## config.mk

```make
export PLATFORM = sky130hd
export DESIGN_NAME = pwd_ram
export DESIGN_NICKNAME = d
export VERILOG_FILES = /design/src/rtl/pwd_ram.sv
export SDC_FILE = /design/constraint.sdc
export NUM_CORES = 1
export LEC_CHECK = 0
export BUFFER_PORTS_ARGS = -buffer_cell sky130_fd_sc_hd__buf_2
export CORE_MARGIN = 3
export CORE_UTILIZATION = 49
export DETAILED_ROUTE_END_ITERATION = 16
export GPL_ROUTABILITY_DRIVEN = 0
export HOLD_SLACK_MARGIN = 0.1
export PLACE_DENSITY = 0.66
export SLEW_MARGIN = 20
export SYNTH_ARGS = -nofsm -noshare
export SYNTH_HDL_FRONTEND = slang
export SYNTH_SLANG_ARGS = --single-unit
```

## constraint.sdc

```tcl
create_clock -name clk -period 3.4 [get_ports clk]
set_input_delay 0 -clock clk [delete_from_list [all_inputs] [get_ports clk]]
set_output_delay 0 -clock clk [all_outputs]
set_load 0.01 [all_outputs]
```

## src/rtl/pwd_ram.sv

```systemverilog
// ----------------------------------------------------------------------------
// pwd_ram
// Generic single-write, single-read RAM with registered read data.
// ----------------------------------------------------------------------------
module pwd_ram #(
    parameter int unsigned WIDTH = 8,
    parameter int unsigned DEPTH = 16
) (
    input  logic                                  clk,
    input  logic                                  we,
    input  logic [(DEPTH > 1 ? $clog2(DEPTH) : 1)-1:0] waddr,
    input  logic [WIDTH-1:0]                      wdata,
    input  logic                                  re,
    input  logic [(DEPTH > 1 ? $clog2(DEPTH) : 1)-1:0] raddr,
    output logic [WIDTH-1:0]                      rdata
);

    logic [WIDTH-1:0] mem [DEPTH];

    always_ff @(posedge clk)
    begin
        if (we)
        begin
            mem[waddr] <= wdata;
        end
        if (re)
        begin
            rdata <= mem[raddr];
        end
    end

endmodule

```

==> out/results.txt <==
dpl cells = 385
Setup TNS = 0 ns
cts bufs inserted = 17
Layout area overhead = 18.2%
Detailed Routing Iterations Pass 1 = 4
crit path capture type = flop
FMAX = 633 MHz
diodes inserted = 0
Final #Nets = 299
DR DRC count = 0
H-tree depth = 4
postcts setup bufs = 0
vias per cell = 5.62
final max-slew violation count = 0
Final ANT Viol Nets = 0
dpl cell area = 5480 µm²
multi-input logic area = 1060 µm²
first-pass GRT wire length = 14700 µm
Gate power share = 0.044
IO Port Bufs = 26
CP Data Arrival Time = 1.74 ns
Period minus WS final = 1.58 ns
Final period util = 0.465
Die Span Y = 109 µm
reg-to-reg setup timing slack = 1.89 ns
Clk Tree Root Cell = clkbuf_8
total die area = 11900 µm²
Seq pwr share = 0.491
max layer used = met4
largest net degree at the start of global routing = 33
Clock Latency Late Sink = 0.52 ns
register area share after synthesis = 0.781
CTS tree = yes
Final Hold Vio Count = 0
vias in the first global route = 2528
routed len/inst = 21.9 µm
design area = 6180 µm²
max cap viols = 0
Netlist cell types = 18
LEAKAGE = 2.07 nW
Vias = 2413
hold_sp = waddr[2]
Setup Viol. Count Final = 0
Synth Instances = 229
met3 WL = 354 µm
die width = 109 µm
reg2reg start = mem[3][7]
status = finished, final reports clean
Startpoint Class = primary input
Finished Layout Cells = 429
R2R cell count = 3
Req. time, crit path = 3.56 ns
Ys Warns = 0
DR iter-0 viols = 196
hold endpoint = mem[0][0]
WL met2 = 4820 µm
RSZ-0062 raised after global routing = no
Tot GR Track Use = 0.181
Avg Inst Size Synth = 22.8 µm²
HPWL Detailed = 5840 µm
# rows = 37
Seq. cell area = 4080 µm²
CP max FO = 8
antenna violations before repair = 0
CTS max path bufs = 2
Total Wirelength = 9410 µm
synthesized area = 5230 µm²
Internal = 3.14 mW
Met1 Wirelength = 4130 µm
PD cells = 626 nW/µm²
Ports = 27
worst IR drop on VDD = 0.301 mV
P_sw = 0.726 mW
Clock Skew = 0.0133 ns
Clock Power Share = 0.465
worst hold path class = in2reg
Slew HR = 0.365
Starting Density = 0.504
Core Area = 10400 µm²
grt ovf = 0
fill cell count = 751
Sinks on Clock Net = 136
worst hold path depth = 4
Crit Path Category = in2reg
r2r endpoint = rdata[7]
layout cells sized above 1 = 0.256
Synth Net Count = 248
CTS clock-pin slew for the worst setup and hold paths = 0.06 ns
worst-margin pin slew = 0.949 ns
switch share = 0.188
Seq cells post-synth = 136
==> layer usage <==
metal / GRT usage / up-vias
met5: 0 / -
li1: - / 1087
met4: 0.0561 / 0
met2: 0.280 / 71
met3: 0.0616 / 10
met1: 0.247 / 1245
==> synth_stat cells, drive strengths merged <==
cell type | count | area [µm²]
a22oi | 16 | 120
and2 | 1 | 6.26
and2b | 1 | 7.51
buf | 7 | 56.3
clkdlybuf4s25 | 3 | 30.0
edfxtp | 136 | 4080
mux4 | 32 | 773
nand2 | 9 | 33.8
nand2b | 2 | 12.5
nand3 | 1 | 5.00
nand3b | 2 | 15.0
nor2 | 13 | 48.8
nor2b | 1 | 6.26
nor3 | 4 | 20.0
or3b | 1 | 8.76
==> final cells by class <==
type / instances / share of cell area
clock buffer: 21 / 0.0694
clock inverter: 11 / 0.0249
multi-input combinational: 83 / 0.172
sequential: 136 / 0.661
tap: 136 / 0.0275
timing repair buffer: 42 / 0.0454
==> repair_timing <==
item                      CTS  global route
gates resized for setup     0             0
hold endpoints to repair  168             0
hold buffers               12             0
==> power groups by stage <==
stage	Sequential [mW]	Combinational [mW]	Clock, mW
floorplan	1.94	0.0953	0
global placement	1.93	0.160	0
detailed placement	1.94	0.164	0
CTS	1.90	0.175	1.83
global route	1.90	0.189	1.91
finish	1.90	0.170	1.80
==> critical path, stage by stage <==
cell and delay [ns]:
dlygate4sd3_1 0.53, buf_2 0.16, nor3_2 0.18, dlygate4sd3_1 0.86
==> worst max path at each step <==
stage                   from         to  slack (ns)  depth (start not counted)
floorplan           waddr[2]  mem[0][0]        1.91                          2
global placement    raddr[0]   rdata[7]        1.36                          5
detailed placement  raddr[0]   rdata[7]        1.35                          5
CTS                 waddr[1]  mem[4][4]        1.82                          4
global route        waddr[1]  mem[4][4]        1.74                          4
finish              waddr[1]  mem[4][2]        1.82                          4
==> layout by cell type (no fill, tap or decap), types with 2 or more instances in the layout <==
cell,synthesis,layout
edfxtp_1,136,136
buf_2,3,26
clkbuf_16,0,16
nand2b_1,2,2
dlygate4sd3_1,0,12
bufinv_16,0,4
nor2_1,13,13
mux4_2,18,18
buf_4,1,4
mux4_1,14,14
a22oi_1,16,16
nand2_1,9,9
clkbuf_1,0,4
nor3_1,4,3
clkinv_1,0,3
clkinv_2,0,3
nand3b_1,2,2
==> metrics by stage <==
stage | hold WS [ns] | power [mW] | setup slack, ns | util
floorplan | 0.0989 | 2.03 | 1.91 | -
detailed placement | 0.388 | 2.10 | 1.35 | 0.528
global placement | 0.383 | 2.09 | 1.36 | 0.528
finish | 0.132 | 3.87 | 1.82 | 0.596
global route | 0.143 | 4.00 | 1.74 | 0.596
CTS | 0.108 | 3.90 | 1.82 | 0.596
==> flip-flops by register name (all words and copies together), names as in the netlist <==
| register | cells |
|---|---|
| rdata | 8 |
| mem | 128 |
==> cells by family (layout without fill, tap and decap cells) <==
kind of cell	Yosys count	in the layout	synth area share
compound gates	16	16	0.0230
buf+inv	10	74	0.0165
flops	136	136	0.781
mux	32	32	0.148
simple gates	35	35	0.0314
Note: power is estimated with default switching activity, not from simulation.
