[src/rtl/pwd_pkg.sv]
// ----------------------------------------------------------------------------
// pwd_pkg
// Shared types and constants for the periodic within-distance test unit.
// ----------------------------------------------------------------------------
package pwd_pkg;

    localparam int unsigned MaxSelectionDefault = 256;
    localparam int unsigned CoordW = 24;
    localparam int unsigned LenW   = 23;
    localparam int unsigned SqW    = 2 * CoordW;
    localparam int unsigned AccW   = SqW + 2;
    localparam int unsigned CfgIdxW = 2;

    typedef enum logic [CfgIdxW-1:0] {
        REG_BOX_LEN_X = 2'd0,
        REG_BOX_LEN_Y = 2'd1,
        REG_BOX_LEN_Z = 2'd2,
        REG_CUTOFF    = 2'd3
    } cfg_reg_t;

    localparam logic OP_LOAD = 1'b0;
    localparam logic OP_TEST = 1'b1;

    typedef struct packed {
        logic                     op;
        logic                     new_set;
        logic signed [CoordW-1:0] pos_x;
        logic signed [CoordW-1:0] pos_y;
        logic signed [CoordW-1:0] pos_z;
    } in_item_t;

    typedef struct packed {
        logic within_res;
        logic set_overflow;
    } out_item_t;

    typedef struct packed {
        logic signed [CoordW-1:0] x;
        logic signed [CoordW-1:0] y;
        logic signed [CoordW-1:0] z;
    } point_t;

endpackage

[src/rtl/pwd_rem.sv]
// ----------------------------------------------------------------------------
// pwd_rem
// Bit-serial remainder unit folding one axis distance to its minimum image.
// ----------------------------------------------------------------------------
module pwd_rem
    import pwd_pkg::*;
(
    input  logic              clk,
    input  logic              rst_n,
    input  logic              start,
    input  logic [CoordW-1:0] mag,
    input  logic [LenW-1:0]   len,
    output logic              done,
    output logic [CoordW-1:0] res
);

    localparam int unsigned CntW = $clog2(CoordW);

    logic              busy_reg;
    logic              done_reg;
    logic [CntW-1:0]   cnt_reg;
    logic [CoordW-1:0] rem_reg;
    logic [CoordW-1:0] rem_next;
    logic [CoordW-1:0] mag_reg;
    logic [LenW-1:0]   len_reg;
    logic [CoordW-1:0] trial;
    logic [CoordW:0]   rem_x2;

    assign trial = {rem_reg[CoordW-2:0], mag_reg[CoordW-1]};

    always_comb
    begin
        if (trial >= {1'b0, len_reg})
        begin
            rem_next = trial - {1'b0, len_reg};
        end
        else
        begin
            rem_next = trial;
        end
    end

    always_ff @(posedge clk or negedge rst_n)
    begin
        if (!rst_n)
        begin
            busy_reg <= 1'b0;
            done_reg <= 1'b0;
            cnt_reg  <= '0;
        end
        else
        begin
            done_reg <= 1'b0;
            if (start)
            begin
                busy_reg <= 1'b1;
                cnt_reg  <= CntW'(CoordW - 1);
            end
            else if (busy_reg)
            begin
                cnt_reg <= cnt_reg - 1'b1;
                if (cnt_reg == '0)
                begin
                    busy_reg <= 1'b0;
                    done_reg <= 1'b1;
                end
            end
        end
    end

    always_ff @(posedge clk)
    begin
        if (start)
        begin
            rem_reg <= '0;
            mag_reg <= mag;
            len_reg <= len;
        end
        else if (busy_reg)
        begin
            rem_reg <= rem_next;
            mag_reg <= {mag_reg[CoordW-2:0], 1'b0};
        end
    end

    // round half away from zero: take the far side when 2*rem >= len
    assign rem_x2 = {rem_reg, 1'b0};
    assign done   = done_reg;

    always_comb
    begin
        if (len_reg == '0 || rem_x2 < {2'b00, len_reg})
        begin
            res = rem_reg;
        end
        else
        begin
            res = {1'b0, len_reg} - rem_reg;
        end
    end

endmodule

[config.mk]
export PLATFORM = sky130hd
export DESIGN_NAME = pwd_rem
export DESIGN_NICKNAME = d
export VERILOG_FILES = /design/src/rtl/pwd_pkg.sv /design/src/rtl/pwd_rem.sv
export SDC_FILE = /design/constraint.sdc
export NUM_CORES = 1
export LEC_CHECK = 0
export ABC_AREA = 1
export BUFFER_PORTS_ARGS = -buffer_cell sky130_fd_sc_hd__buf_2
export CORE_MARGIN = 2
export CORE_UTILIZATION = 48
export CTS_CLUSTER_SIZE = 25
export DETAILED_ROUTE_END_ITERATION = 10
export PLACE_DENSITY = 0.64
export SLEW_MARGIN = 5
export SYNTH_ARGS = -nofsm -noshare
export SYNTH_HDL_FRONTEND = slang
export SYNTH_SLANG_ARGS = --single-unit
export TNS_END_PERCENT = 10
[constraint.sdc]
create_clock -name clk -period 3.1 [get_ports clk]
set_input_delay 0.155 -clock clk [delete_from_list [all_inputs] [get_ports clk]]
set_output_delay 0.155 -clock clk [all_outputs]
set_load 0.02 [all_outputs]
==> impl_metrics.yaml <==
power:
  ir_drop_mv: 0.383
  power.total_mw: 6.82
  powerDensity_nw_per_um2: 855
  leakagePower_nw: 4.28
logic_synthesis:
  synth.cell_area_um2: 6830
  syn_nets: 1191
  synth_cell_types: 37
  yosysTopAreaCell: "nand2_1"
  ys_seq_elements: 78
  synth_top_area_frac: 0.262
  ys.flop_type: "edfxtp_1"
  synth_edf_count: 47
  yosysMostFrequentCell: "nand2_1"
  synthArstFlopShare: 0.0897
  syn-instance-count: 1091
  ys_top_cells_by_area: "nand2_1, edfxtp_1, inv_1"
  synth.avg_cell_area_um2: 6.26
  yosysSeqAreaShare: 0.303
  yosys_warnings: 0
  ys_top_cells_by_count: "nand2_1, inv_1, nor2_1, nand3_1, ha_1"
die:
  num_rows: 43
  core_area_um2: 13900
  start_util: 0.492
  ios: 75
  die_area_um2: 15200
  die_h_um: 123
  die_x_um: 123
routing:
  routed_via_density: 5.06
  drc: 0
  num_vias: 6968
  ant_nets: 0
  routed_wl_um: 20700
  avgRoutedWirePerCell_um: 15.0
  drt_first_pass_iters: 5
  drt_iter0_drc: 499
cts:
  clock_latency_ns: 0.34
  post-cts-setup-buffer-count: 0
  ctsHtreeMaxLevel: 3
  clock_path_buffers: 2
  cts_buffers: 9
  tritoncts: "done"
  clk_root_buffer_cell: "clkbuf_16"
  clk_pin_slew_ns: 0.06
  numClockSinks: 78
worst_setup_path:
  cp_num_buf_inv: 4
  critPathKind: "flop to output port"
  cp.depth: 14
  startpoint_type: "flop"
  critPathCapture: "res[13]"
  critPathMaxFanout: 24
  critPathCaptureType: "output port"
  slowest_delay_ns: 0.41
  cp.arrival_ns: 2.66
  crit_path_start: "len_reg[20]$_DFFE_PP_"
  reg2regPathDepth: 13
  cpMostUsedCell: "nand2_1"
  crit_required_ns: 2.94
  reg2reg_to: "rem_reg[17]$_SDFFE_PP0P_"
  cp_top_family: "simple AND/OR/NAND/NOR gates"
  critPathSlowestCell: "edfxtp_1"
  r2r-start: "len_reg[1]$_DFFE_PP_"
  timing.critical_path.cells: "inv_1 > ha_1 > nand2_2 > nor2_2 > inv_2 > nor2_2 > nand2_1 > a31oi_2 > nor2_1 > nor2_4 > buf_6 > nand2_1 > nand2_1 > buf_2"
  rrSetupSlack_ns: 0.57
layout:
  finalNonFillerCells: 1377
  nets: 1292
  seqCellArea_um2: 2070
  synthToLayoutAreaGrowth_pct: 16.7
  multi_input_area_um2: 4040
  drive_gt1_frac: 0.101
  num-fill-cells: 1419
  antennaDiodeCount: 0
global_routing:
  grt_overflow_total: 0
  grt_pass1_wl_um: 32800
  grt_max_degree: 34
  grt_pass1_vias: 6540
  track_usage: 0.283
  antenna_found_initial: 0
timing:
  worst_clock_skew_ns: 0.00720
  fin_ws_ns: 0.287
  slew_headroom: 0.409
  post-route-period-util: 0.907
  min_period_ns: 2.81
  finalHoldViolCount: 0
  timing.fmax_ghz: 0.356
  finalSetupViolations: 0
  fin_tns_setup_ns: 0
  worst_pin_slew_ns: 0.886
  rsz0062_at_grt: "no"
  final-max-slew-violation-count: 0
outcome:
  status: "complete, no violations"
placement:
  port_buffers: 74
  dp_hpwl_um: 16600
  place_inst: 1339
  routabilityCongestion: 0.945
  dpl_worst_slack_ns: 0.558
min_path:
  hold_path.class: "primary input to flop"
  hold_path_depth: 1
job:
  max_cap_violations: 0
-- layer usage --
layer | track usage | vias to the layer above | routed length [um]
li1 | - | 3642 | -
met1 | 0.380 | 3107 | 9610
met2 | 0.467 | 181 | 9510
met3 | 0.0364 | 38 | 854
met4 | 0.105 | 0 | 735
met5 | 0 | - | 0
-- placed cells by master, fill, tap and decap left out, drive strengths merged, types with 10 or more instances in the layout --
master       count
a21oi           46
buf             85
clkbuf          11
dfxtp           24
dlygate4sd3     22
edfxtp          47
ha              48
inv            167
nand2          479
nand3           69
nand3b          11
nand4           21
nor2            83
nor3            10
o21ai           22
xor2            10
-- per-stage QoR --
stage / hold slack, ns / area, um2 / utilization
final: 0.0184 / 7970 / 0.574
after CTS: 0.00109 / 7920 / 0.570
after detailed placement: -0.00268 / 7430 / 0.535
after global routing: 0.0113 / 7970 / 0.574
after global placement: -0.00297 / 7430 / 0.535
after floorplan: -0.141 / 6830 / -
-- final cells by class --
type / instances / area share
Clock buffer: 11 / 0.0317
Clock inverter: 5 / 0.00722
Inverter: 169 / 0.0796
Multi-Input combinational cell: 827 / 0.507
Sequential cell: 78 / 0.259
Tap cell: 180 / 0.0283
Timing Repair Buffer: 107 / 0.0870
-- cell families after synthesis --
logic type	Yosys count	synth area share
buffers and inverters	186	0.107
AOI/OAI and AO/OA	78	0.0627
xor gates and xnor gates	18	0.0231
and+or+nand+nor	681	0.411
adders and majority gates	50	0.0938
DFF	78	0.303
-- worst min-delay path by stage --
| stage | start | end | slack, ns |
|---|---|---|---|
| after floorplan | rst_n | busy_reg$_DFF_PN0_ | -0.14 |
| after global placement | rst_n | cnt_reg[4]$_DFFE_PN0P_ | -0.003 |
| after detailed placement | rst_n | cnt_reg[4]$_DFFE_PN0P_ | -0.003 |
| after CTS | len[18] | len_reg[18]$_DFFE_PP_ | 0.001 |
| after global routing | len[9] | len_reg[9]$_DFFE_PP_ | 0.01 |
| final | len[12] | len_reg[12]$_DFFE_PP_ | 0.02 |
-- power by group --
| group | internal, mW | switching, mW | total [mW] |
|---|---|---|---|
| combinational | 1.45 | 2.80 | 4.26 |
| clock | 0.666 | 0.428 | 1.09 |
| sequential | 1.28 | 0.190 | 1.47 |
| total | 3.40 | 3.42 | 6.82 |
-- what timing repair did --
item	CTS	global route
hold buffers	18	4
hold endpoints to repair	24	4
endpoints found under the setup margin	0	12
resized for setup	0	4
No activity file was read; power rests on OpenSTA's default activity.
